## config.mk

```make
export PLATFORM = sky130hd
export DESIGN_NAME = modbus_ascii_frame_decoder_unit
export DESIGN_NICKNAME = d
export VERILOG_FILES = /design/src/design/mafd_pkg.sv /design/src/design/mafd_front.sv /design/src/design/mafd_queue.sv /design/src/design/mafd_back.sv /design/src/design/modbus_ascii_frame_decoder_unit.sv
export SDC_FILE = /design/constraint.sdc
export NUM_CORES = 1
export LEC_CHECK = 0
export BUFFER_PORTS_ARGS = -buffer_cell sky130_fd_sc_hd__buf_4
export CAP_MARGIN = 20
export CORE_MARGIN = 4
export CORE_UTILIZATION = 35
export CTS_CLUSTER_SIZE = 16
export DETAILED_ROUTE_END_ITERATION = 7
export PLACE_DENSITY = 0.58
export SYNTH_ARGS = -nofsm -noshare
export SYNTH_HDL_FRONTEND = slang
export SYNTH_SLANG_ARGS = --single-unit
```

## constraint.sdc

```tcl
create_clock -name i_clk -period 4.5 [get_ports i_clk]
set_input_delay 0.675 -clock i_clk [delete_from_list [all_inputs] [get_ports i_clk]]
set_output_delay 0.675 -clock i_clk [all_outputs]
set_load 0.02 [all_outputs]
```

## src/design/mafd_pkg.sv

```systemverilog
// ----------------------------------------------------------------------------
// mafd_pkg
// Shared types and constants of the ASCII frame decoder.
// ----------------------------------------------------------------------------
package mafd_pkg;

    localparam int MAX_FRAME_BYTES = 256;
    localparam int CNT_W           = $clog2(MAX_FRAME_BYTES + 1);
    localparam int BYTE_COUNT_W    = 9;
    localparam int Q_DEPTH         = 4;
    localparam int Q_AW            = $clog2(Q_DEPTH);
    localparam int Q_CW            = $clog2(Q_DEPTH + 1);

    localparam logic [7:0] HEAD_CHAR_RST = 8'd58;
    localparam logic [7:0] TAIL_CHAR_RST = 8'd13;

    typedef logic [CNT_W-1:0] t_count;
    localparam t_count MAX_COUNT = t_count'(MAX_FRAME_BYTES);

    typedef enum logic [1:0] {
        ST_OK        = 2'd0,
        ST_INVALID   = 2'd1,
        ST_NOT_HEX   = 2'd2,
        ST_LRC_ERROR = 2'd3
    } t_status;

    typedef enum logic {
        KIND_DATA   = 1'b0,
        KIND_STATUS = 1'b1
    } t_kind;

    typedef enum logic {
        CFG_HEAD = 1'b0,
        CFG_TAIL = 1'b1
    } t_cfg_reg;

    typedef struct packed {
        logic       close;
        logic       frame_bad;
        logic       hex_bad;
        logic [3:0] nibble;
    } t_cmd;

endpackage

```

## src/design/mafd_front.sv

```systemverilog
// ----------------------------------------------------------------------------
// mafd_front
// Character intake: holds back one character, checks head and tail, turns
// each in-frame character into a nibble command and each frame end into a
// close command.
// ----------------------------------------------------------------------------
module mafd_front (
    input  logic                i_clk,
    input  logic                i_rst_n,
    input  logic                i_cfg_valid,
    input  logic                i_cfg_index,
    input  logic [7:0]          i_cfg_data,
    input  logic                i_char_valid,
    input  logic [7:0]          i_char,
    input  logic                i_char_end,
    input  logic                i_q_full,
    output logic                o_char_ready,
    output logic                o_push,
    output mafd_pkg::t_cmd      o_cmd
);

    logic [7:0] r_head_char, r_tail_char;
    logic       r_expect_first, n_expect_first;
    logic       r_head_bad, n_head_bad;
    logic [7:0] r_held_char, n_held_char;
    logic       r_held_valid, n_held_valid;
    logic [1:0] r_char_cnt, n_char_cnt;

    logic       accept;
    logic       digit_ok;
    logic [3:0] digit_val;
    logic [7:0] sub_num, sub_up, sub_lo;

    assign o_char_ready = !i_q_full;
    assign accept       = i_char_valid && o_char_ready;

    always_ff @(posedge i_clk) begin
        if (!i_rst_n) begin
            r_head_char <= mafd_pkg::HEAD_CHAR_RST;
            r_tail_char <= mafd_pkg::TAIL_CHAR_RST;
        end else if (i_cfg_valid) begin
            unique case (mafd_pkg::t_cfg_reg'(i_cfg_index))
                mafd_pkg::CFG_HEAD: r_head_char <= i_cfg_data;
                mafd_pkg::CFG_TAIL: r_tail_char <= i_cfg_data;
                default:            r_head_char <= r_head_char;
            endcase
        end
    end

    always_comb begin
        sub_num   = r_held_char - 8'h30;
        sub_up    = r_held_char - 8'h37;
        sub_lo    = r_held_char - 8'h57;
        digit_ok  = 1'b1;
        digit_val = 4'd0;
        if (r_held_char >= 8'h30 && r_held_char <= 8'h39) begin
            digit_val = sub_num[3:0];
        end else if (r_held_char >= 8'h41 && r_held_char <= 8'h46) begin
            digit_val = sub_up[3:0];
        end else if (r_held_char >= 8'h61 && r_held_char <= 8'h66) begin
            digit_val = sub_lo[3:0];
        end else begin
            digit_ok = 1'b0;
        end
    end

    always_comb begin
        n_expect_first = r_expect_first;
        n_head_bad     = r_head_bad;
        n_held_char    = r_held_char;
        n_held_valid   = r_held_valid;
        n_char_cnt     = r_char_cnt;
        o_push         = 1'b0;
        o_cmd          = '0;
        if (accept) begin
            if (r_expect_first) begin
                n_head_bad   = (i_char != r_head_char);
                n_char_cnt   = 2'd1;
                n_held_valid = 1'b0;
                n_held_char  = 8'd0;
                if (i_char_end) begin
                    o_push          = 1'b1;
                    o_cmd.close     = 1'b1;
                    o_cmd.frame_bad = 1'b1;
                end else begin
                    n_expect_first = 1'b0;
                end
            end else if (!i_char_end) begin
                if (r_held_valid) begin
                    o_push        = 1'b1;
                    o_cmd.hex_bad = !digit_ok;
                    o_cmd.nibble  = digit_val;
                end
                n_held_char  = i_char;
                n_held_valid = 1'b1;
                if (r_char_cnt != 2'd3) begin
                    n_char_cnt = r_char_cnt + 2'd1;
                end
            end else begin
                o_push          = 1'b1;
                o_cmd.close     = 1'b1;
                o_cmd.frame_bad = r_head_bad || (r_char_cnt < 2'd2) || !r_held_valid ||
                                  (r_held_char != r_tail_char);
                n_expect_first  = 1'b1;
            end
        end
    end

    always_ff @(posedge i_clk) begin
        if (!i_rst_n) begin
            r_expect_first <= 1'b1;
            r_head_bad     <= 1'b0;
            r_held_valid   <= 1'b0;
            r_char_cnt     <= 2'd0;
        end else begin
            r_expect_first <= n_expect_first;
            r_head_bad     <= n_head_bad;
            r_held_valid   <= n_held_valid;
            r_char_cnt     <= n_char_cnt;
        end
        r_held_char <= n_held_char;
    end

endmodule

```

## src/design/mafd_queue.sv

```systemverilog
// ----------------------------------------------------------------------------
// mafd_queue
// Short command queue between intake and decode.
// ----------------------------------------------------------------------------
module mafd_queue (
    input  logic                i_clk,
    input  logic                i_rst_n,
    input  logic                i_push,
    input  mafd_pkg::t_cmd      i_cmd,
    input  logic                i_pop,
    output logic                o_full,
    output logic                o_empty,
    output mafd_pkg::t_cmd      o_cmd
);

    localparam logic [mafd_pkg::Q_AW-1:0] LAST_PTR = mafd_pkg::Q_AW'(mafd_pkg::Q_DEPTH - 1);

    mafd_pkg::t_cmd               r_mem [mafd_pkg::Q_DEPTH];
    logic [mafd_pkg::Q_AW-1:0]    r_wr_ptr, r_rd_ptr;
    logic [mafd_pkg::Q_CW-1:0]    r_count;

    assign o_full  = (r_count == mafd_pkg::Q_CW'(mafd_pkg::Q_DEPTH));
    assign o_empty = (r_count == '0);
    assign o_cmd   = r_mem[r_rd_ptr];

    always_ff @(posedge i_clk) begin
        if (i_push) begin
            r_mem[r_wr_ptr] <= i_cmd;
        end
    end

    always_ff @(posedge i_clk) begin
        if (!i_rst_n) begin
            r_wr_ptr <= '0;
            r_rd_ptr <= '0;
            r_count  <= '0;
        end else begin
            if (i_push) begin
                r_wr_ptr <= (r_wr_ptr == LAST_PTR) ? '0 : r_wr_ptr + 1'b1;
            end
            if (i_pop) begin
                r_rd_ptr <= (r_rd_ptr == LAST_PTR) ? '0 : r_rd_ptr + 1'b1;
            end
            if (i_push && !i_pop) begin
                r_count <= r_count + 1'b1;
            end else if (!i_push && i_pop) begin
                r_count <= r_count - 1'b1;
            end
        end
    end

    a_no_overrun: assert property (@(posedge i_clk) disable iff (!i_rst_n)
        !(i_push && o_full))
        else $error("queue push while full");

    a_no_underrun: assert property (@(posedge i_clk) disable iff (!i_rst_n)
        !(i_pop && o_empty))
        else $error("queue pop while empty");

endmodule

```

## src/design/mafd_back.sv

```systemverilog
// ----------------------------------------------------------------------------
// mafd_back
// Decode: pairs nibbles into bytes, keeps the LRC sum and byte count, emits
// data one byte late and the frame status on close, through an output
// register.
// ----------------------------------------------------------------------------
module mafd_back (
    input  logic                                i_clk,
    input  logic                                i_rst_n,
    input  logic                                i_q_empty,
    input  mafd_pkg::t_cmd                      i_cmd,
    output logic                                o_pop,
    output logic                                o_valid,
    input  logic                                i_ready,
    output logic                                o_kind,
    output logic [7:0]                          o_data,
    output logic [1:0]                          o_status,
    output logic [mafd_pkg::BYTE_COUNT_W-1:0]   o_count,
    output logic                                o_last
);

    logic                   r_phase, n_phase;
    logic [3:0]             r_high, n_high;
    logic [7:0]             r_pend, n_pend;
    logic                   r_pend_valid, n_pend_valid;
    logic [7:0]             r_lrc, n_lrc;
    mafd_pkg::t_count       r_data_count, n_data_count;
    logic                   r_hex_bad, n_hex_bad;
    logic                   r_overflow, n_overflow;

    logic                   r_out_valid;
    logic                   r_out_kind, n_out_kind;
    logic [7:0]             r_out_data, n_out_data;
    logic [1:0]             r_out_status, n_out_status;
    logic [mafd_pkg::BYTE_COUNT_W-1:0] r_out_count, n_out_count;
    logic                   r_out_last, n_out_last;
    logic                   emit;

    logic [7:0]             new_byte;
    logic [mafd_pkg::CNT_W+mafd_pkg::BYTE_COUNT_W-1:0] count_wide;

    assign o_pop      = !i_q_empty && (!r_out_valid || i_ready);
    assign new_byte   = {r_high, i_cmd.nibble};
    assign count_wide = {{mafd_pkg::BYTE_COUNT_W{1'b0}}, r_data_count};

    always_comb begin
        n_phase      = r_phase;
        n_high       = r_high;
        n_pend       = r_pend;
        n_pend_valid = r_pend_valid;
        n_lrc        = r_lrc;
        n_data_count = r_data_count;
        n_hex_bad    = r_hex_bad;
        n_overflow   = r_overflow;
        emit         = 1'b0;
        n_out_kind   = mafd_pkg::KIND_DATA;
        n_out_data   = 8'd0;
        n_out_status = mafd_pkg::ST_OK;
        n_out_count  = '0;
        n_out_last   = 1'b0;
        if (o_pop) begin
            if (i_cmd.close) begin
                emit        = 1'b1;
                n_out_kind  = mafd_pkg::KIND_STATUS;
                n_out_last  = 1'b1;
                n_out_count = count_wide[mafd_pkg::BYTE_COUNT_W-1:0];
                if (i_cmd.frame_bad || r_phase || !r_pend_valid || r_overflow) begin
                    n_out_status = mafd_pkg::ST_INVALID;
                end else if (r_hex_bad) begin
                    n_out_status = mafd_pkg::ST_NOT_HEX;
                end else if (r_lrc != 8'd0) begin
                    n_out_status = mafd_pkg::ST_LRC_ERROR;
                end
                n_phase      = 1'b0;
                n_high       = 4'd0;
                n_pend       = 8'd0;
                n_pend_valid = 1'b0;
                n_lrc        = 8'd0;
                n_data_count = '0;
                n_hex_bad    = 1'b0;
                n_overflow   = 1'b0;
            end else begin
                if (i_cmd.hex_bad) begin
                    n_hex_bad = 1'b1;
                end
                if (!r_phase) begin
                    n_high  = i_cmd.nibble;
                    n_phase = 1'b1;
                end else begin
                    n_phase = 1'b0;
                    n_lrc   = r_lrc + new_byte;
                    if (r_pend_valid) begin
                        if (r_data_count >= mafd_pkg::MAX_COUNT) begin
                            n_overflow = 1'b1;
                        end else begin
                            n_data_count = r_data_count + 1'b1;
                            emit         = 1'b1;
                            n_out_data   = r_pend;
                        end
                    end
                    n_pend       = new_byte;
                    n_pend_valid = 1'b1;
                end
            end
        end
    end

    always_ff @(posedge i_clk) begin
        if (!i_rst_n) begin
            r_phase      <= 1'b0;
            r_high       <= 4'd0;
            r_pend       <= 8'd0;
            r_pend_valid <= 1'b0;
            r_lrc        <= 8'd0;
            r_data_count <= '0;
            r_hex_bad    <= 1'b0;
            r_overflow   <= 1'b0;
            r_out_valid  <= 1'b0;
        end else begin
            r_phase      <= n_phase;
            r_high       <= n_high;
            r_pend       <= n_pend;
            r_pend_valid <= n_pend_valid;
            r_lrc        <= n_lrc;
            r_data_count <= n_data_count;
            r_hex_bad    <= n_hex_bad;
            r_overflow   <= n_overflow;
            if (emit) begin
                r_out_valid <= 1'b1;
            end else if (i_ready) begin
                r_out_valid <= 1'b0;
            end
        end
        if (emit) begin
            r_out_kind   <= n_out_kind;
            r_out_data   <= n_out_data;
            r_out_status <= n_out_status;
            r_out_count  <= n_out_count;
            r_out_last   <= n_out_last;
        end
    end

    assign o_valid  = r_out_valid;
    assign o_kind   = r_out_kind;
    assign o_data   = r_out_data;
    assign o_status = r_out_status;
    assign o_count  = r_out_count;
    assign o_last   = r_out_last;

    a_data_clean: assert property (@(posedge i_clk) disable iff (!i_rst_n)
        (o_valid && o_kind == mafd_pkg::KIND_DATA) |->
            (o_status == mafd_pkg::ST_OK && o_count == '0 && !o_last))
        else $error("data beat carries status fields");

    a_status_last: assert property (@(posedge i_clk) disable iff (!i_rst_n)
        (o_valid && o_kind == mafd_pkg::KIND_STATUS) |-> (o_last && o_data == 8'd0))
        else $error("status beat malformed");

    a_count_bound: assert property (@(posedge i_clk) disable iff (!i_rst_n)
        r_data_count <= mafd_pkg::MAX_COUNT)
        else $error("byte count beyond frame limit");

    a_close_clears: assert property (@(posedge i_clk) disable iff (!i_rst_n)
        (o_pop && i_cmd.close) |=> (r_data_count == '0 && !r_pend_valid && !r_phase))
        else $error("frame state not cleared on close");

endmodule

```

## src/design/modbus_ascii_frame_decoder_unit.sv

```systemverilog
// ----------------------------------------------------------------------------
// modbus_ascii_frame_decoder_unit
// ASCII frame decoder with LRC check: hex digit pairs to bytes, one status
// beat per frame.
//
//   channel   dir   handshake                 payload
//   s_axis    in    tvalid/tready             tdata rx_char, tlast frame_end
//   m_axis    out   tvalid/tready             tdata/tuser/tlast result
//   cfg       in    valid/ready (always 1)    index, data
//
// One character beat per cycle while the queue has room; a result passes the
// queue register and then the output register on its way out.
// A four-entry command queue separates intake from decode; intake stalls
// only when it is full, decode stalls only when the output register holds.
// Reset restores head ':' and tail CR and starts waiting for a frame head.
// ----------------------------------------------------------------------------
module modbus_ascii_frame_decoder_unit (
    input  logic        i_clk,
    input  logic        i_rst_n,
    input  logic        i_cfg_valid,
    output logic        o_cfg_ready,
    input  logic        i_cfg_index,
    input  logic [7:0]  i_cfg_data,
    input  logic        i_s_axis_tvalid,
    output logic        o_s_axis_tready,
    input  logic [7:0]  i_s_axis_tdata,    // [7:0] rx_char
    input  logic        i_s_axis_tlast,
    output logic        o_m_axis_tvalid,
    input  logic        i_m_axis_tready,
    output logic [23:0] o_m_axis_tdata,    // [7:0] data_byte, [9:8] frame_status,
                                           // [18:10] byte_count, [23:19] zero
    output logic        o_m_axis_tuser,    // [0] result_kind
    output logic        o_m_axis_tlast
);

    mafd_pkg::t_cmd  push_cmd, pop_cmd;
    logic            push, pop, q_full, q_empty;
    logic [7:0]      out_data;
    logic [1:0]      out_status;
    logic [mafd_pkg::BYTE_COUNT_W-1:0] out_count;

    assign o_cfg_ready = 1'b1;

    mafd_front u_front (
        .i_clk        (i_clk),
        .i_rst_n      (i_rst_n),
        .i_cfg_valid  (i_cfg_valid),
        .i_cfg_index  (i_cfg_index),
        .i_cfg_data   (i_cfg_data),
        .i_char_valid (i_s_axis_tvalid),
        .i_char       (i_s_axis_tdata),
        .i_char_end   (i_s_axis_tlast),
        .i_q_full     (q_full),
        .o_char_ready (o_s_axis_tready),
        .o_push       (push),
        .o_cmd        (push_cmd)
    );

    mafd_queue u_queue (
        .i_clk   (i_clk),
        .i_rst_n (i_rst_n),
        .i_push  (push),
        .i_cmd   (push_cmd),
        .i_pop   (pop),
        .o_full  (q_full),
        .o_empty (q_empty),
        .o_cmd   (pop_cmd)
    );

    mafd_back u_back (
        .i_clk     (i_clk),
        .i_rst_n   (i_rst_n),
        .i_q_empty (q_empty),
        .i_cmd     (pop_cmd),
        .o_pop     (pop),
        .o_valid   (o_m_axis_tvalid),
        .i_ready   (i_m_axis_tready),
        .o_kind    (o_m_axis_tuser),
        .o_data    (out_data),
        .o_status  (out_status),
        .o_count   (out_count),
        .o_last    (o_m_axis_tlast)
    );

    assign o_m_axis_tdata = {5'd0, out_count, out_status, out_data};

endmodule

```

==> summary.md, run 1 <==
| Metric | Value |
|---|---|
| Status | `finished, final reports clean` |
| PortBufs | `45` |
| Critical Path AT | `3.36 ns` |
| Total GRT Usage | `12.55%` |
| Vias | `3620` |
| Clk_skew | `0.008276 ns` |
| Height of the chip | `134.3 um` |
| Post-cts resize count | `0` |
| Sequential share of the synthesized area | `53.08%` |
| # setup viols final | `0` |
| Hold_buf cts | `0` |
| Drt drc | `0` |
| ANT cells | `0` |
| CORE AREA | `15430 sq um` |
| CTS tree | `done` |
| Commonest non-fill, non-tap cells in the layout | `64 x dfxtp_1, 56 x edfxtp_1, 51 x nand2_1` |
| Die area | `18030 sq um` |
| H-tree levels | `4` |
| Vias in the first global route | `3633` |
| Post-synth cell types | `57` |
| Mapped Cells | `486` |
| #FFs+latches synth | `120` |
| Worst min-delay path category | `register to register` |
| Post-DRT Antenna Nets | `0` |
| Mean Syn Cell Area | `11.48 sq um` |
| Design area | `6635 sq um` |
| Area added between synthesis and finish | `18.87%` |
| GRT overflow | `0` |
| Synth warn | `0` |
| Actual slew at the worst max-slew pin | `0.9613 ns` |
| Number of synthesized flops with an enable pin | `56` |
| Fmax | `326.9 MHz` |
| Normalized max-slew margin | `35.91%` |
| Setup TNS | `0 ns` |
| Static leakage | `2.560 nW` |
| Initial antenna violation count | `0` |
| Initial detailed-routing violation count | `203` |
| Commonest non-fill, non-tap cell in the layout | `dfxtp_1` |
| GPL Wtd Cong | `0.7773` |
| Post-CTS Setup Inserts | `0` |
| Wirelength per Cell | `14.07 um` |
| Initial core utilization | `36.18%` |
| RSZ-0062 raised after global routing | `no` |
| Final Cycle Share | `67.98%` |
| Crit-path leading delay family | `compound AO/OA/AOI/OAI gates` |
| Crit path cell chain | `mux4_1 -> ha_1 -> fa_1 -> a21o_1 -> a311o_1 -> a21oi_1 -> xnor2_1 -> a31o_2` |
| Slowest-stage cell, CP | `mux4_1` |
| Crit path launch type | `register` |
| Clk Latency, worst-skew pair | `0.41 ns` |
| Placed Area | `6042 sq um` |
| 1st-pass router iterations | `4` |
| Routed wire length | `10610 um` |
| Worst Setup End Kind | `register` |
| Synth Cell Area | `5582 sq um` |
| Largest net degree at the start of global routing | `56` |
| Ports | `52` |
| DP HPWL | `7637 um` |
| Max Cap Violations | `0` |
| CTS Buf Count | `17` |
| Worst path buffer plus inverter count | `0` |
| Max Slew Vio Count | `0` |
| Layout cells sized above 1 | `18.60%` |
| Post-layout minimum cycle time | `3.059 ns` |
| Row Count | `45` |
| Power per Cell Area | `564.8 nW/um^2` |
| NumNets Final | `575` |
| Root buf cell | `clkbuf_16` |
| Number of clock sinks | `120` |
| VDD IR max | `0.0003094 V` |
| Worst Path Required | `4.80 ns` |
| WS Path Type | `register to register` |
| CP peak stage delay | `0.66 ns` |
| CTS max path bufs | `2` |
| First-pass GRT wire length | `17790 um` |
| Die X | `134.3 um` |
| Fillers | `1479` |
| Leading register cell type out of synthesis | `dfxtp_1` |
| Drt via density | `4.801` |
| Hold Vio Cnt, Final | `0` |
| Ys async rst share | `0%` |
| Crit Path Max Fanout | `7` |
| CTS clk-pin slew, worst paths | `0.06 ns` |
==> where the power goes <==
| group | switching [mW] | internal [mW] |
|---|---|---|
| Combinational | 0.572 | 0.369 |
| Sequential | 0.134 | 1.34 |
| Clock | 0.472 | 0.857 |
| Total | 1.18 | 2.57 |
==> metrics by stage <==
stage	setup WS, ns	cells	total power, mW	utilization, %	hold WS, ns
after floorplan	1.717	490	2.180	-	0.4415
after global placement	1.470	722	2.430	39.16	0.4576
after detailed placement	1.441	722	2.450	39.16	0.4716
after CTS	1.412	754	3.791	43.01	0.4681
after global routing	1.251	754	3.953	43.01	0.4919
final	1.441	754	3.748	43.01	0.4806
==> per-layer routing <==
| layer | share of wire, % | vias up | global-route usage (%) |
|---|---|---|---|
| met5 | 0 | - | 0 |
| met4 | 0.91 | 0 | 4.977 |
| met3 | 4.5 | 9 | 3.901 |
| met2 | 51 | 64 | 21.76 |
| met1 | 43 | 1734 | 14.45 |
| li1 | - | 1813 | - |
==> cell usage after synthesis, types with 2 or more instances <==
cell,number,area (sq um)
a21boi_0,12,90.09
a21o_1,3,22.52
a21oi_1,10,50.05
a22oi_1,9,67.56
a22oi_2,10,125.1
a31oi_1,4,25.02
a41oi_1,2,17.52
and2_1,16,100.1
and3_1,12,75.07
and3b_1,2,17.52
buf_4,8,60.06
buf_6,5,56.30
clkbuf_1,10,37.54
conb_1,2,7.510
dfxtp_1,64,1281
edfxtp_1,56,1682
fa_1,2,40.04
ha_1,20,250.2
inv_1,15,56.30
mux2i_1,4,40.04
mux4_1,6,157.7
nand2_1,51,191.4
nand2b_1,5,31.28
nand3_1,11,55.05
nand4_1,6,37.54
nor2_1,23,86.33
nor2b_1,30,187.7
nor2b_2,6,52.55
nor3_1,3,15.01
nor4_1,4,25.02
nor4b_1,3,26.28
o211a_1,2,20.02
o211ai_1,2,15.01
o21ai_0,11,55.05
or3_1,4,25.02
xnor2_1,23,201.4
xor2_1,10,87.58
==> worst paths after layout <==
kind                                       start                                   to  slack [ns]  cells past startpoint
min reg2reg  u_front.r_head_char[6]$_SDFFE_PN0P_  u_front.r_head_char[6]$_SDFFE_PN0P_        0.48                      2
max                                     register         u_back.r_lrc[6]$_SDFFE_PN0P_        1.44                      8
min          u_front.r_head_char[6]$_SDFFE_PN0P_  u_front.r_head_char[6]$_SDFFE_PN0P_        0.48                      2
max reg2reg                             register         u_back.r_lrc[6]$_SDFFE_PN0P_        1.44                      8
==> sequential cells by signal, indices dropped and copies added, names as in the netlist, named ones only <==
signal                  count
u_front.r_tail_char         8
u_queue.r_rd_ptr            2
u_back.o_kind               1
u_back.r_pend               8
u_front.r_held_valid        1
u_front.r_expect_first      1
u_back.r_hex_bad            1
u_queue.r_count             3
u_queue.r_wr_ptr            2
u_front.r_char_cnt          2
u_back.r_phase              1
u_back.r_pend_valid         1
u_back.r_high               4
u_back.r_lrc                8
u_front.r_held_char         8
u_back.o_status             2
u_back.r_overflow           1
u_front.r_head_char         8
u_queue.r_mem              28
u_back.o_data               8
u_back.r_data_count         9
u_back.o_valid              1
u_front.r_head_bad          1
u_back.o_count              9
==> layout make-up <==
class | count | area [sq um] | area share [%]
flip-flops and latches | 120 | 2963 | 44.65
multi-input cells | 330 | 2414 | 36.38
clock buffers | 21 | 470.5 | 7.090
repair buffers | 46 | 345.3 | 5.205
well taps | 211 | 264.0 | 3.979
clock inverters | 11 | 122.6 | 1.848
inverters | 15 | 56.30 | 0.8486
==> logic make-up after synthesis <==
group                    after synthesis  synth area share, %
multiplexers                          11                3.945
buffers and inverters                 40                3.945
AO/OA/AOI/OAI                         78                11.12
AND/OR/NAND/NOR                      180                17.40
adder cells (fa/ha/maj)               22                5.201
XOR/XNOR                              33                5.178
other                                  2               0.1345
flip-flops                           120                53.08
==> worst register-to-register path: stages (launching register included) <==
cell     delay, ns
dfxtp_1       0.54
mux4_1        0.67
ha_1          0.27
fa_1          0.44
a21o_1        0.19
a311o_1       0.35
a21oi_1       0.19
xnor2_1       0.08
a31o_2        0.23
No activity file was read; power rests on OpenSTA's default activity.
==> inputs of run 2 (changes only) <==
--- a/config.mk
+++ b/config.mk
@@ -11,7 +11,7 @@
 export CORE_UTILIZATION = 35
 export CTS_CLUSTER_SIZE = 16
 export DETAILED_ROUTE_END_ITERATION = 7
-export PLACE_DENSITY = 0.58
+export PLACE_DENSITY = 0.6
 export SYNTH_ARGS = -nofsm -noshare
 export SYNTH_HDL_FRONTEND = slang
 export SYNTH_SLANG_ARGS = --single-unit
==> constraint.sdc (replaced) <==
create_clock -name i_clk -period 2.74 [get_ports i_clk]
set_input_delay 0.411 -clock i_clk [delete_from_list [all_inputs] [get_ports i_clk]]
set_output_delay 0.411 -clock i_clk [all_outputs]
set_load 0.02 [all_outputs]
==> run 2 against run 1 <==
Against the previous run:
- worst setup slack got worse by 1.3 ns
- combinational power rose by 79%
- non-clock buffer count rose by 18
- first-iteration DRC count rose by 19%
- critical path type unchanged
- largest cell class unchanged
- highest routed layer unchanged
==> summary.md, run 2 (same netlist as run 1, synthesis figures left out) <==
| Metric | Value |
|---|---|
| Worst R2R Setup Slack | `0.13 ns (-1.31 ns)` |
| Largest net degree at the start of global routing | `56 (unchanged)` |
| Initial detailed-routing violation count | `241 (+19%)` |
| Actual slew at the worst max-slew pin | `0.7647 ns (-0.1967 ns)` |
| Reg2Reg Depth | `8 (unchanged)` |
| Most flops, register | `u_queue.r_mem` |
| Die area | `18030 sq um (unchanged)` |
| Hold_buf cts | `0 (unchanged)` |
| Worst Path Required | `3.06 ns (-1.74 ns)` |
| Max Cap Violations | `0 (unchanged)` |
| Int Pwr | `4.203 mW (+64%)` |
| Worst min-delay path category | `primary input to register` |
| Routed wire length | `10690 um (+0.75%)` |
| H-tree levels | `4 (unchanged)` |
| Ports | `52 (unchanged)` |
| Hold Vio Cnt, Final | `0 (unchanged)` |
| Row Count | `45 (unchanged)` |
| Total GRT Usage | `12.90% (+0.35 points)` |
| Number of clock sinks | `120 (unchanged)` |
| GPL Wtd Cong | `0.8268 (+6.4%)` |
| Reg power frac | `38.7% (-0.7 points)` |
| Multi-input logic area | `2419 sq um (+0.21%)` |
| Fmax | `383.1 MHz (+17%)` |
| VDD IR max | `0.0005137 V (+66%)` |
| Vias | `3691 (+2.0%)` |
| Die X | `134.3 um (unchanged)` |
| Clk pwr share | `34.1% (-1.4 points)` |
| Critical Path AT | `2.93 ns (-0.43 ns)` |
| CTS tree | `done` |
| Commonest non-fill, non-tap cells in the layout | `64 x buf_4, 63 x dfxtp_1, 56 x edfxtp_1` |
| Hold_ws | `0.2175 ns (-0.2631 ns)` |
| Commonest non-fill, non-tap cell in the layout | `buf_4` |
| # setup viols final | `0 (unchanged)` |
| PortBufs | `45 (unchanged)` |
| RSZ-0062 raised after global routing | `no` |
| Worst r2r dst | `u_back.r_lrc[6]$_SDFFE_PN0P_` |
| Layout cells sized above 1 | `22.10% (+3.5 points)` |
| Area added between synthesis and finish | `21.21%` |
| 1st-pass router iterations | `4 (unchanged)` |
| Combinational fraction of design power | `27.3% (+2.2 points)` |
| Initial antenna violation count | `0 (unchanged)` |
| Worst Setup End Kind | `register` |
| CTS max path bufs | `2 (unchanged)` |
| Fillers | `1462 (-1.1%)` |
| Post-layout minimum cycle time | `2.610 ns (-0.4490 ns)` |
| Max Slew Vio Count | `0 (unchanged)` |
| Switching Share | `32.31% (+0.87 points)` |
| Post-DRT Antenna Nets | `0 (unchanged)` |
| GRT overflow | `0 (unchanged)` |
| Max reg flops | `28 (unchanged)` |
| Drt via density | `4.781 (-0.42%)` |
| Status | `finished, final reports clean` |
| CTS Buf Count | `17 (unchanged)` |
| Crit Path Max Fanout | `4 (-3)` |
| Utilization after layout | `43.85% (+0.84 points)` |
| First-pass GRT wire length | `18200 um (+2.3%)` |
| WS Path Type | `register to register` |
| Height of the chip | `134.3 um (unchanged)` |
| Placed Area | `6176 sq um (+2.2%)` |
| Wirelength per Cell | `13.84 um (-1.6%)` |
| Power per Cell Area | `917.8 nW/um^2 (+62%)` |
| Clk Latency, worst-skew pair | `0.42 ns (about the same)` |
| Final Cycle Share | `95.27% (+27 points)` |
| Hold Path Origin | `i_cfg_data[3]` |
| Vias in the first global route | `3708 (+2.1%)` |
| Normalized max-slew margin | `49.02% (+13 points)` |
| Drt drc | `0 (unchanged)` |
| NumNets Final | `593 (+3.1%)` |
| Sequential Area | `2967 sq um (+0.13%)` |
| CTS clk-pin slew, worst paths | `0.06 ns (about the same)` |
| Initial core utilization | `36.18% (unchanged)` |
| ANT cells | `0 (unchanged)` |
| Root buf cell | `clkbuf_16` |
| CORE AREA | `15430 sq um (unchanged)` |
| NetSw | `2.006 mW (+70%)` |
| Crit path launch type | `register` |
| Design area | `6765 sq um (+2.0%)` |
| Worst Hold Endpoint | `u_front.r_head_char[3]$_SDFFE_PN1P_` |
| DP HPWL | `7896 um (+3.4%)` |
| Hold Crit Depth | `3 (+1)` |
| Static leakage | `2.632 nW (+2.8%)` |
| Clk_skew | `0.008996 ns (+0.0007200 ns)` |
run 2: cell count changes in the layout (fill, tap and decap cells not counted), sizes merged:
cell,before,now
inv,16,17
buf,46,64
clkinvlp,2,3
bufinv,2,0
run 2: how the worst max path moves through the flow:
stage                                   end  depth (start not counted)  slack (ns)  startpoint
5_1_grt        u_back.r_lrc[7]$_SDFFE_PN0P_                          9        0.01    register
6_report       u_back.r_lrc[6]$_SDFFE_PN0P_                          8        0.13    register
3_3_place_gp   u_back.r_lrc[6]$_SDFFE_PN0P_                          8        0.03    register
4_1_cts        u_back.r_lrc[6]$_SDFFE_PN0P_                          8        0.03    register
2_1_floorplan  u_back.r_lrc[6]$_SDFFE_PN0P_                          9        0.07    register
3_5_place_dp   u_back.r_lrc[6]$_SDFFE_PN0P_                          8      -0.005    register
run 2: what timing repair did:
item,4_1_cts,5_1_grt
setup endpoints to repair,1,2
setup buffers,0,0
gates resized for setup,1,3
endpoints found under the hold margin,0,0
run 2: power groups by stage:
| stage | clock, mW | combinational (mW) | sequential [mW] |
|---|---|---|---|
| after floorplan | 0 | 1.06 | 2.52 |
| after global placement | 0 | 1.69 | 2.43 |
| final | 2.11 | 1.69 | 2.40 |
| after detailed placement | 0 | 1.72 | 2.44 |
| after CTS | 2.15 | 1.72 | 2.41 |
| after global routing | 2.23 | 1.87 | 2.45 |
run 2: final cells by class:
| cell class | count | share of cell area [%] |
|---|---|---|
| Timing Repair Buffer | 64 | 7.102 |
| Inverter | 15 | 0.8323 |
| Sequential cell | 120 | 43.85 |
| Tap cell | 211 | 3.902 |
| Clock inverter | 11 | 1.276 |
| Clock buffer | 21 | 7.287 |
| Multi-Input combinational cell | 330 | 35.75 |
run 2: metal layers:
| metal | GRT usage [%] | wire [um] | up-vias |
|---|---|---|---|
| met2 | 21.65 | 5362 | 79 |
| met5 | 0 | 0 | - |
| met3 | 4.314 | 521 | 18 |
| met1 | 15.28 | 4627 | 1744 |
| met4 | 5.090 | 174 | 0 |
| li1 | - | - | 1850 |
run 2: metrics by stage:
step / setup slack (ns) / total power [mW] / cells / setup TNS (ns)
after floorplan: 0.06604 / 3.583 / 490 / 0
after global placement: 0.02865 / 4.113 / 740 / 0
after detailed placement: -0.004888 / 4.156 / 740 / -0.004888
after CTS: 0.02702 / 6.276 / 772 / 0
after global routing: 0.01477 / 6.545 / 772 / 0
final: 0.1296 / 6.209 / 772 / 0
run 2: worst max-delay path, stage by stage (launching register included):
cell	delay [ns]
dfxtp_4	0.37
mux4_2	0.52
ha_2	0.22
fa_2	0.37
a21o_1	0.19
a311o_1	0.37
a21oi_2	0.15
xnor2_1	0.08
a31o_2	0.24
==> inputs of run 3 (changes only) <==
--- a/config.mk
+++ b/config.mk
@@ -5,12 +5,13 @@
 export SDC_FILE = /design/constraint.sdc
 export NUM_CORES = 1
 export LEC_CHECK = 0
+export ABC_AREA = 1
 export BUFFER_PORTS_ARGS = -buffer_cell sky130_fd_sc_hd__buf_4
 export CAP_MARGIN = 20
-export CORE_MARGIN = 4
 export CORE_UTILIZATION = 35
 export CTS_CLUSTER_SIZE = 16
 export DETAILED_ROUTE_END_ITERATION = 7
+export HOLD_SLACK_MARGIN = 0.08
 export PLACE_DENSITY = 0.6
 export SYNTH_ARGS = -nofsm -noshare
 export SYNTH_HDL_FRONTEND = slang
==> run 3 against run 2 <==
Against the previous run:
- sequential power about the same
- final area is 3.0% higher
- die area is 4.9% lower
- first-iteration DRC count decreased by 6.2%
- worst setup slack improved by 0.097 ns
- final cell count rose by 24%
- flip-flop and latch count unchanged
- total power grew 8.2%
- synthesized cell count is 40% higher
- clock power is 13% higher
- fmax grew 3.8%
- core utilization fell by 0.48 points
- largest cell class unchanged
- highest routed layer unchanged
==> summary.md, run 3 <==
| Metric | Value |
|---|---|
| # setup viols final | `0 (unchanged)` |
| Post-DRT Antenna Nets | `0 (unchanged)` |
| Drt via density | `4.484 (-6.2%)` |
| Routed wire length | `11240 um (+5.2%)` |
| Total Power | `6.716 mW (+8.2%)` |
| GRT met3 Usage | `3.420% (-0.89 points)` |
| Crit-path leading delay family | `adder cells` |
| Mapped Cells | `680 (+40%)` |
| Wirelength per Cell | `11.72 um (-15%)` |
| Layout cells sized above 1 | `16.96% (-5.1 points)` |
| Worst R2R Setup Slack | `0.23 ns (+0.10 ns)` |
| Clk_skew | `0.01057 ns (+0.001579 ns)` |
| Initial core utilization | `36.24% (+0.060 points)` |
| Normalized max-slew margin | `48.92% (-0.11 points)` |
| Hold Crit Depth | `3 (unchanged)` |
| Most frequent CP cell | `nand2_1` |
| Commonest non-fill, non-tap cell in the layout | `nand2_1` |
| Slowest-stage cell, CP | `dfxtp_1` |
| Top cells by area in the synthesized netlist | `edfxtp_1 29%, dfxtp_1 22%, nand2_1 9.0%` |
| CORE AREA | `16060 sq um (+4.1%)` |
| Largest net degree at the start of global routing | `32 (-43%)` |
| Post-CTS Setup Inserts | `0 (unchanged)` |
| Drt drc | `0 (unchanged)` |
| Vias in the first global route | `3973 (+7.1%)` |
| Reg2Reg Depth | `10 (+2)` |
| Initial antenna violation count | `0 (unchanged)` |
| Worst r2r dst | `u_back.r_lrc[4]$_SDFFE_PN0P_` |
| Cell taking the most area after synthesis | `edfxtp_1` |
| Worst path buffer plus inverter count | `1 (+1)` |
| Vias | `4300 (+16%)` |
| Total GRT Usage | `14.37% (+1.5 points)` |
| First-pass GRT wire length | `18870 um (+3.7%)` |
| Setup TNS | `0 ns (unchanged)` |
| Height of the chip | `130.9 um (-2.5%)` |
| Leading register cell type out of synthesis | `dfxtp_1` |
| Post-layout minimum cycle time | `2.514 ns (-0.09668 ns)` |
| Crit path cell chain | `inv_2 -> o21ai_0 -> o22ai_1 -> ha_1 -> fa_1 -> nand2_1 -> nand2_1 -> or2_2 -> nand3_1 -> a21oi_2` |
| Initial detailed-routing violation count | `226 (-6.2%)` |
| Static leakage | `2.940 nW (+12%)` |
| Power per Cell Area | `964.2 nW/um^2 (+5.1%)` |
| Top-count cell post-synth | `nand2_1` |
| Mean Syn Cell Area | `8.558 sq um (-25%)` |
| CP peak stage delay | `0.59 ns (+0.07 ns)` |
| H-tree levels | `4 (unchanged)` |
| Max Cap Violations | `0 (unchanged)` |
| Commonest non-fill, non-tap cells in the layout | `139 x nand2_1, 100 x nor2_1, 86 x inv_1` |
| Worst Path Required | `3.03 ns (-0.03 ns)` |
| Grt peak-use layer | `met2` |
| Fillers | `1579 (+8.0%)` |
| Worst Setup End Kind | `register` |
| Top cell type's share of synthesized area | `28.90% (-1.2 points)` |
| Ports | `52 (unchanged)` |
| Worst Hold Endpoint | `u_front.r_tail_char[3]$_SDFFE_PN1P_` |
| Synth Cell Area | `5819 sq um (+4.3%)` |
| Post-synth cell types | `37 (-35%)` |
| CTS max path bufs | `2 (unchanged)` |
| Number of synthesized flops with an enable pin | `56 (unchanged)` |
| CTS tree | `done` |
| ANT cells | `0 (unchanged)` |
| Status | `finished, final reports clean` |
| PortBufs | `45 (unchanged)` |
| Hold Path Origin | `i_cfg_data[3]` |
| Synth warn | `0 (unchanged)` |
| WS Path Type | `register to register` |
| CTS Buf Count | `17 (unchanged)` |
| GPL Wtd Cong | `0.8205 (-0.76%)` |
| Post-synth top cells | `139 x nand2_1, 100 x nor2_1, 86 x inv_1` |
| Die X | `130.9 um (-2.5%)` |
| Die area | `17150 sq um (-4.9%)` |
| GRT overflow | `0 (unchanged)` |
| GRT met1 Usage | `18.56% (+3.3 points)` |
| Row Count | `46 (+2.2%)` |
| Crit Path Max Fanout | `15 (+11)` |
| CTS clk-pin slew, worst paths | `0.06 ns (about the same)` |
| Met2 Use GR | `23.37% (+1.7 points)` |
| RSZ-0062 raised after global routing | `no` |
| Critical Path AT | `2.80 ns (-0.13 ns)` |
| Hold Vio Cnt, Final | `0 (unchanged)` |
| Actual slew at the worst max-slew pin | `0.7663 ns (+0.001607 ns)` |
| Fmax | `397.8 MHz (+3.8%)` |
| VDD IR max | `0.0005722 V (+11%)` |
| Sequential share of the synthesized area | `50.91% (-2.2 points)` |
| Area added between synthesis and finish | `19.69%` |
| Worst min-delay path category | `primary input to register` |
| Final Cycle Share | `91.74% (-3.5 points)` |
| Final worst-path setup slack | `0.2263 ns (+0.09668 ns)` |
| Crit path launch type | `register` |
| NumNets Final | `775 (+31%)` |
| Root buf cell | `clkbuf_16` |
| Number of clock sinks | `120 (unchanged)` |
| Most flops, register | `u_queue.r_mem` |
| Post-cts resize count | `0 (-1)` |
| Hold_buf cts | `0 (unchanged)` |
| Clk Latency, worst-skew pair | `0.42 ns (about the same)` |
| Max Slew Vio Count | `0 (unchanged)` |
| Ys async rst share | `0% (unchanged)` |
| Place WS | `0.2410 ns (+0.2459 ns)` |
| #FFs+latches synth | `120 (unchanged)` |
| Max reg flops | `28 (unchanged)` |
| 1st-pass router iterations | `4 (unchanged)` |
| DP HPWL | `8094 um (+2.5%)` |
## run 3: changes by cell type in the layout (fill, tap and decap cells not counted), sizes merged, moves of 28 or more
cell / previous run / this run
nor2: 24 / 106
inv: 17 / 99
a21oi: 10 / 47
nand3: 11 / 39
nor2b: 36 / 0
nand2: 51 / 157
## run 3: worst max path at each step
stage	startpoint	to	slack, ns	cells past startpoint
floorplan	register	u_back.r_lrc[4]$_SDFFE_PN0P_	0.55	11
global placement	register	u_back.r_lrc[4]$_SDFFE_PN0P_	0.32	10
CTS	register	u_back.r_lrc[4]$_SDFFE_PN0P_	0.23	10
detailed placement	register	u_back.r_lrc[4]$_SDFFE_PN0P_	0.24	10
finish	register	u_back.r_lrc[4]$_SDFFE_PN0P_	0.23	10
global route	register	u_back.r_lrc[4]$_SDFFE_PN0P_	0.04	10
## run 3: cell families after synthesis
logic type / share of synthesized area (%)
xor+xnor: 3.161
buf+inv: 7.891
compound gates: 8.364
simple gates: 24.55
fa+ha+maj: 4.988
flops: 50.91
other cells: 0.1291
## run 3: per-layer routing
layer,routed length [um],vias to the layer above
met1,5516,1935
li1,-,2287
met5,0,-
met4,120,0
met2,5275,68
met3,330,10
## run 3: report_power, final
part / switching [mW] / leakage, nW / internal [mW]
logic: 1.28 / 1.58 / 0.638
registers: 0.201 / 1.05 / 2.21
clock network: 0.874 / 0.313 / 1.51
## run 3: final cells by class
| cell class | count | area, sq um | area share [%] |
|---|---|---|---|
| Inverter | 90 | 337.8 | 4.850 |
| Tap cell | 216 | 270.3 | 3.880 |
| Timing Repair Buffer | 47 | 352.8 | 5.066 |
| Multi-Input combinational cell | 454 | 2412 | 34.63 |
| Sequential cell | 120 | 2963 | 42.54 |
| Clock buffer | 18 | 450.4 | 6.467 |
| Clock inverter | 14 | 178.9 | 2.569 |
## run 3: worst reg2reg max path, stage by stage (launching register included)
cell and delay, ns:
dfxtp_1 0.59, inv_2 0.22, o21ai_0 0.19, o22ai_1 0.13
ha_1 0.25, fa_1 0.45, nand2_1 0.10, nand2_1 0.05
or2_2 0.26, nand3_1 0.09, a21oi_2 0.06
## run 3: per-stage QoR
step                      utilization (%)  std cells  hold slack [ns]  cell area [sq um]
after floorplan                         -        684           0.4381               5834
after global placement              39.46        927           0.4547               6336
after detailed placement            39.46        927           0.4552               6336
after CTS                           43.38        959           0.1891               6965
after global routing                43.38        959           0.1893               6965
final                               43.38        959           0.2014               6965
